==> src/cab_pkg.sv <==
// ----------------------------------------------------------------------------
// cab_pkg
// types, register indexes and reset values of the clipped alpha blit unit
// ----------------------------------------------------------------------------
package cab_pkg;

	// default screen size
	localparam int SCREEN_WIDTH_DEF  = 640;
	localparam int SCREEN_HEIGHT_DEF = 480;

	localparam int CFG_INDEX_W = 3;
	localparam int CFG_DATA_W  = 24;

	// configuration register indexes
	typedef enum logic [CFG_INDEX_W-1:0] {
		REG_ORIGIN_X       = 3'd0,
		REG_ORIGIN_Y       = 3'd1,
		REG_RECT_W         = 3'd2,
		REG_RECT_H         = 3'd3,
		REG_SRC_BASE_INDEX = 3'd4,
		REG_SRC_STRIDE     = 3'd5,
		REG_TINT_ENABLE    = 3'd6,
		REG_TINT_RGB       = 3'd7
	} cfg_reg_t;

	// register reset values
	localparam logic [10:0] ORIGIN_RST = 11'd0;
	localparam logic [9:0]  RECT_RST   = 10'd1;
	localparam logic [21:0] BASE_RST   = 22'd0;
	localparam logic [12:0] STRIDE_RST = 13'd1;
	localparam logic [23:0] TINT_RST   = 24'd0;

	// one incoming pixel request
	typedef struct packed {
		logic [31:0] source_pixel;
		logic [31:0] dest_pixel;
	} pixel_t;

	// one result
	typedef struct packed {
		logic        write_enable;
		logic [18:0] screen_index;
		logic [21:0] source_index;
		logic [23:0] blended_pixel;
		logic        last;
	} result_t;

endpackage

==> src/clipped_alpha_blit_unit.sv <==
// ----------------------------------------------------------------------------
// clipped_alpha_blit_unit
// alpha blends a rectangular source region over the framebuffer, with clipping
//
// pixel channel: one request per position of the region, in raster order,
//   carrying the source word and the framebuffer word at that position
// result channel: one result per request, in order: write enable (position on
//   screen), screen word index, source word index, blended BGR word and a
//   last flag on the final position of the region
// cfg port: single-cycle writes by register index, which the user makes only
//   while idle (unenforced); they apply from the next request, no region restart
// path: an accepted request loads the input register, then moves into the
//   result register once that register is not stalled
// throughput: one request per cycle unless the result side stalls; the blend,
//   clip test and index adds all sit between the input and result registers
// stall: while a result waits, the input register still takes one more
//   request; pixel_ready drops only when both registers are full
// reset: registers go to their reset values, the column, row and source row
//   offset counters clear, both stages empty
// ----------------------------------------------------------------------------
module clipped_alpha_blit_unit #(
	parameter int SCREEN_WIDTH  = cab_pkg::SCREEN_WIDTH_DEF,
	parameter int SCREEN_HEIGHT = cab_pkg::SCREEN_HEIGHT_DEF
) (
	input  logic                           clk,
	input  logic                           arst_n,
	// pixel requests
	input  logic                           pixel_valid,
	output logic                           pixel_ready,
	input  cab_pkg::pixel_t                pixel,
	// results
	output logic                           result_valid,
	input  logic                           result_ready,
	output cab_pkg::result_t               result,
	// configuration writes
	input  logic                           cfg_write,
	input  logic [cab_pkg::CFG_INDEX_W-1:0] cfg_index,
	input  logic [cab_pkg::CFG_DATA_W-1:0]  cfg_data
);

	// screen size as compare operands (both at most 1023)
	localparam logic [10:0] SCR_W = 11'(SCREEN_WIDTH);
	localparam logic [10:0] SCR_H = 11'(SCREEN_HEIGHT);

	// blend one channel: (s*a + d*(255-a)) / 256
	function automatic logic [7:0] mix_channel(input logic [7:0] s, input logic [7:0] d,
		input logic [7:0] a);
		logic [15:0] sum;
		sum = 16'(s) * 16'(a) + 16'(d) * 16'(8'hFF - a);
		return sum[15:8];
	endfunction

	// configuration registers
	logic [10:0] origin_x_q;
	logic [10:0] origin_y_q;
	logic [9:0]  rect_w_q;
	logic [9:0]  rect_h_q;
	logic [21:0] src_base_q;
	logic [12:0] src_stride_q;
	logic        tint_enable_q;
	logic [23:0] tint_rgb_q;

	// region walk counters
	logic [9:0]  column_q;
	logic [9:0]  row_q;
	logic [21:0] row_offset_q;

	// input stage
	logic        valid_s1;
	logic [31:0] src_s1;
	logic [31:0] dst_s1;
	logic [9:0]  column_s1;
	logic [9:0]  row_s1;
	logic [21:0] row_offset_s1;
	logic        last_s1;

	// result stage
	logic             valid_s2;
	cab_pkg::result_t res_s2;

	logic stall;
	logic accept;
	logic row_end;
	logic region_end;

	// datapath between the stages
	logic [11:0]      sx;
	logic [11:0]      sy;
	logic             on_screen;
	logic [19:0]      row_base;
	logic [19:0]      scr_sum;
	logic [23:0]      rgb;
	logic [7:0]       alpha;
	cab_pkg::result_t res_d;

	// handshake: result register holds while the receiver stalls, the input
	// register can still fill behind it
	assign stall       = valid_s2 && !result_ready;
	assign pixel_ready = !(valid_s1 && stall);
	assign accept      = pixel_valid && pixel_ready;

	assign result_valid = valid_s2;
	assign result       = res_s2;

	// configuration write port
	always_ff @(posedge clk or negedge arst_n) begin
		if (!arst_n) begin
			origin_x_q    <= cab_pkg::ORIGIN_RST;
			origin_y_q    <= cab_pkg::ORIGIN_RST;
			rect_w_q      <= cab_pkg::RECT_RST;
			rect_h_q      <= cab_pkg::RECT_RST;
			src_base_q    <= cab_pkg::BASE_RST;
			src_stride_q  <= cab_pkg::STRIDE_RST;
			tint_enable_q <= 1'b0;
			tint_rgb_q    <= cab_pkg::TINT_RST;
		end else if (cfg_write) begin
			unique case (cab_pkg::cfg_reg_t'(cfg_index))
				cab_pkg::REG_ORIGIN_X:       origin_x_q    <= cfg_data[10:0];
				cab_pkg::REG_ORIGIN_Y:       origin_y_q    <= cfg_data[10:0];
				cab_pkg::REG_RECT_W:         rect_w_q      <= cfg_data[9:0];
				cab_pkg::REG_RECT_H:         rect_h_q      <= cfg_data[9:0];
				cab_pkg::REG_SRC_BASE_INDEX: src_base_q    <= cfg_data[21:0];
				cab_pkg::REG_SRC_STRIDE:     src_stride_q  <= cfg_data[12:0];
				cab_pkg::REG_TINT_ENABLE:    tint_enable_q <= cfg_data[0];
				cab_pkg::REG_TINT_RGB:       tint_rgb_q    <= cfg_data[23:0];
			endcase
		end
	end

	// end of row / end of region; a zero width or height acts as one, and a
	// counter already past the edge also ends the row or region
	assign row_end    = ({1'b0, column_q} + 11'd1) >= {1'b0, rect_w_q};
	assign region_end = row_end && (({1'b0, row_q} + 11'd1) >= {1'b0, rect_h_q});

	// raster counters advance once per accepted request
	always_ff @(posedge clk or negedge arst_n) begin
		if (!arst_n) begin
			column_q     <= '0;
			row_q        <= '0;
			row_offset_q <= '0;
		end else if (accept) begin
			priority if (region_end) begin
				column_q     <= '0;
				row_q        <= '0;
				row_offset_q <= '0;
			end else if (row_end) begin
				column_q     <= '0;
				row_q        <= row_q + 10'd1;
				row_offset_q <= row_offset_q + 22'(src_stride_q);
			end else begin
				column_q <= column_q + 10'd1;
			end
		end
	end

	// stage valids
	always_ff @(posedge clk or negedge arst_n) begin
		if (!arst_n) begin
			valid_s1 <= 1'b0;
			valid_s2 <= 1'b0;
		end else begin
			if (accept) begin
				valid_s1 <= 1'b1;
			end else if (!stall) begin
				valid_s1 <= 1'b0;
			end
			if (!stall) begin
				valid_s2 <= valid_s1;
			end
		end
	end

	// input register payload, with a snapshot of the position
	always_ff @(posedge clk) begin
		if (accept) begin
			src_s1        <= pixel.source_pixel;
			dst_s1        <= pixel.dest_pixel;
			column_s1     <= column_q;
			row_s1        <= row_q;
			row_offset_s1 <= row_offset_q;
			last_s1       <= region_end;
		end
	end

	// clip, index and blend
	always_comb begin
		// screen position, signed 12 bits: origin sign extended plus counter
		sx = {origin_x_q[10], origin_x_q} + {2'b00, column_s1};
		sy = {origin_y_q[10], origin_y_q} + {2'b00, row_s1};
		on_screen = !sx[11] && (sx[10:0] < SCR_W) && !sy[11] && (sy[10:0] < SCR_H);

		// on screen, sy stays below 1023 so its low ten bits carry it
		row_base = 20'(sy[9:0]) * 20'(SCREEN_WIDTH);
		scr_sum  = row_base + 20'(sx[10:0]);

		alpha = src_s1[31:24];
		rgb   = tint_enable_q ? tint_rgb_q : src_s1[23:0];

		res_d.write_enable  = on_screen;
		res_d.screen_index  = on_screen ? scr_sum[18:0] : 19'd0;
		res_d.source_index  = src_base_q + 22'(column_s1) + row_offset_s1;
		res_d.blended_pixel = {mix_channel(rgb[23:16], dst_s1[23:16], alpha),
			mix_channel(rgb[15:8], dst_s1[15:8], alpha),
			mix_channel(rgb[7:0], dst_s1[7:0], alpha)};
		res_d.last          = last_s1;
	end

	// result register payload
	always_ff @(posedge clk) begin
		if (!stall && valid_s1) begin
			res_s2 <= res_d;
		end
	end

endmodule

==> config.mk <==
export PLATFORM = sky130hd
export DESIGN_NAME = clipped_alpha_blit_unit
export DESIGN_NICKNAME = d
export VERILOG_FILES = /design/src/cab_pkg.sv /design/src/clipped_alpha_blit_unit.sv
export SDC_FILE = /design/constraint.sdc
export NUM_CORES = 1
export LEC_CHECK = 0
export BUFFER_PORTS_ARGS = -buffer_cell sky130_fd_sc_hd__buf_4
export CORE_AREA = 2 2 252 254
export DETAILED_ROUTE_END_ITERATION = 8
export DIE_AREA = 0 0 254 256
export PLACE_DENSITY_LB_ADDON = 0.3
export SLEW_MARGIN = 20
export SYNTH_ARGS = -nofsm -noshare
export SYNTH_HDL_FRONTEND = slang
export SYNTH_SLANG_ARGS = --single-unit
==> constraint.sdc <==
create_clock -name clk -period 9.8 [get_ports clk]
set_input_delay 0.98 -clock clk [delete_from_list [all_inputs] [get_ports clk]]
set_output_delay 0.98 -clock clk [all_outputs]
set_load 0.05 [all_outputs]
==> impl_metrics.toml <==
[timing]
period_share_pct = 67.63
final.setup.tns_ns = 0
skew_ns = 0.02626
worst_pin_slew_ns = 0.9467
period_minus_slack_ns = 6.628
fmax_mhz = 150.9
finalMaxSlewViolations = 0
grt_setup_unrepaired = "false"
max_slew_margin_pct = 35.08
hold_violations = 0
setup_violations = 0
setup_slack_ns = 3.172

[setup_path]
worst_setup_path_start_kind = "flop"
crit_arrival_ns = 6.95
critPathRequiredTime_ns = 10.12
critPathKind = "reg2reg"
critical_path.max_fanout = 22
crit_path_end_kind = "flop"

[cts]
clkLatencyLatePin_ns = 0.58
postCtsSetupRepairBufs = 0
cts-root-buf = "clkbuf_16"
cts_sinks = 312
cts_resized = 0
htree_levels = 2
cts_hold_buf = 0
clkTransAtPathRegs_ns = 0.06
cts_buffers = 38
cts_tree = "yes"
cts_max_path_buffers = 3

[yosys]
yosysSeqAreaShare_pct = 31.12
yosysWarnings = 0
synth_area_leaders = "fa_1 22%, edfxtp_1 18%, ha_1 13%"
asyncSetResetFlopFracSynth_pct = 46.79
yosysUniqueCellTypes = 65
synth_top_area_share_pct = 21.62
synth_compound_area_share_pct = 6.122
synthXorXnorAreaFrac_pct = 3.298
syn_area_per_cell_um2 = 10.76
syn_area_um2 = 27770
synth_top_family_by_area = "adder cells"
synth.most_common_cell = "inv_1"
syn_inst = 2581
yosys-top-cells-count = "464 x inv_1, 300 x fa_1, 291 x ha_1"
yosys_most_used_dff = "edfxtp_1"
synth_top_cell_by_area = "fa_1"
synth-simple-area-share_pct = 12.88
synth-seq-cells = 312
synth.area.mux_share_pct = 4.676
synthAdderAreaFrac_pct = 34.73
synth_edf_count = 166
synth_nets = 3268

[detailed_routing]
antenna_left = 0
num_vias = 18562
wl_per_cell_um = 17.87
first_pass_iters = 5
viasPerCell = 5.143
routed_wl_mm = 64.48
drt_iter0_markers = 900
drc = 0

[die]
num_io_pins = 165
num_rows = 92
initial_core_util_pct = 44.52
die_area_um2 = 65020
die-height_um = 256
core-area_um2 = 62390
die_w_um = 254

[layout]
nFillCells = 5675
area_growth_pct = 12.55
diodes = 0
final_core_util_pct = 50.10
drive_gt1_share_pct = 13.25
fin_nets = 3421

[global_route]
grt_max_degree = 80
antenna_found_initial = 1
grt_pass1_vias = 20271
grt_pass1_wl_mm = 105.8
track_usage_pct = 20.62
overflow = 0

[outcome]
status = "completed"

[placement]
pre_cts_ws_ns = 3.128
dp_hpwl_mm = 48.75
gp_congestion = 0.8753
port-buffer-count = 156

[flow_run]
maxCapViolCount = 0

[min_path]
hold_path_class = "reg2reg"
==> layout make-up <==
class / count / area (um2) / area share [%]
sequential: 312 / 8642 / 27.65
multi-input combinational: 1738 / 17150 / 54.87
inverter: 464 / 1744 / 5.580
clock inverter: 12 / 118.9 / 0.3803
clock buffer: 57 / 1187 / 3.799
tap: 846 / 1059 / 3.386
timing repair buffer: 180 / 1355 / 4.335
==> stage by stage <==
| stage | hold slack (ns) | instances | instance area [um2] |
|---|---|---|---|
| 6_report | 0.4331 | 3609 | 31260 |
| 5_1_grt | 0.4507 | 3609 | 31260 |
| 4_1_cts | 0.4411 | 3609 | 31260 |
| 3_5_place_dp | 0.4173 | 3540 | 29950 |
| 3_3_place_gp | 0.4209 | 3540 | 29950 |
| 2_1_floorplan | 0.4003 | 2581 | 27770 |
==> critical path, stage by stage, from the launching register on <==
cell      delay (ns)
dfrtp_1         0.41
buf_4           0.35
mux2i_1         0.84
nor2b_1         0.16
fa_1            0.55
inv_1           0.05
fa_1            0.47
inv_1           0.06
fa_1            0.51
fa_1            0.54
fa_1            0.50
inv_1           0.05
fa_1            0.47
inv_1           0.04
ha_1            0.31
o21a_1          0.19
o21ai_0         0.20
a211oi_1        0.11
nor3_1          0.30
o21bai_1        0.11
xor2_1          0.15
==> metal layers <==
layer	vias up	GRT usage (%)	share of wire [%]
li1	8654	-	-
met1	9440	26.13	43
met2	359	36.62	51
met3	109	2.797	4.0
met4	0	5.784	2.7
met5	-	0	0
==> state kept, by name (all words and copies together), names as in the netlist, 11 cells and up <==
signal / cells
src_stride_q: 13
dst_s1: 24
origin_x_q: 11
src_base_q: 22
origin_y_q: 11
result: 67
row_offset_q: 22
src_s1: 32
row_offset_s1: 22
tint_rgb_q: 24
==> worst paths after layout <==
path | startpoint | end | slack (ns) | depth (start not counted)
setup / recovery | tint_enable_q$_DFFE_PN0P_ | result[15]$_DFFE_PP_ | 3.17 | 20
hold / removal | last_s1$_DFFE_PP_ | result[0]$_DFFE_PP_ | 0.43 | 0
setup reg to reg | tint_enable_q$_DFFE_PN0P_ | result[15]$_DFFE_PP_ | 3.17 | 20
hold reg to reg | last_s1$_DFFE_PP_ | result[0]$_DFFE_PP_ | 0.43 | 0
max in group asynchronous | arst_n | rect_h_q[2]$_DFFE_PN0P_ | 7.96 | 2
min in group asynchronous | arst_n | column_q[5]$_DFFE_PN0P_ | 0.46 | 1
==> cells in the final DEF, fill, tap and decap left out, types with 24 or more instances in the layout <==
master       n
nor3_1      27
buf_4      179
clkbuf_16   42
dfrtp_1    143
nand2b_1    86
a21oi_1     66
xnor2_1     64
nor2b_1    174
nor2_1      53
inv_1      463
mux2_2     110
ha_1       291
o21ai_0     72
xor2_1      38
and2_1      65
fa_1       300
nand2_1    172
nand3_1     24
edfxtp_1   166
==> cell families after synthesis <==
logic type	after synthesis
and+or+nand+nor	662
adders and majority gates	591
buffers and inverters	531
DFF	312
AOI/OAI and AO/OA	266
muxes	116
xor gates and xnor gates	103
Power is left out: the tool's default activity adds up to more than one toggle a clock period on the data nets, which glitch-free logic cannot reach.
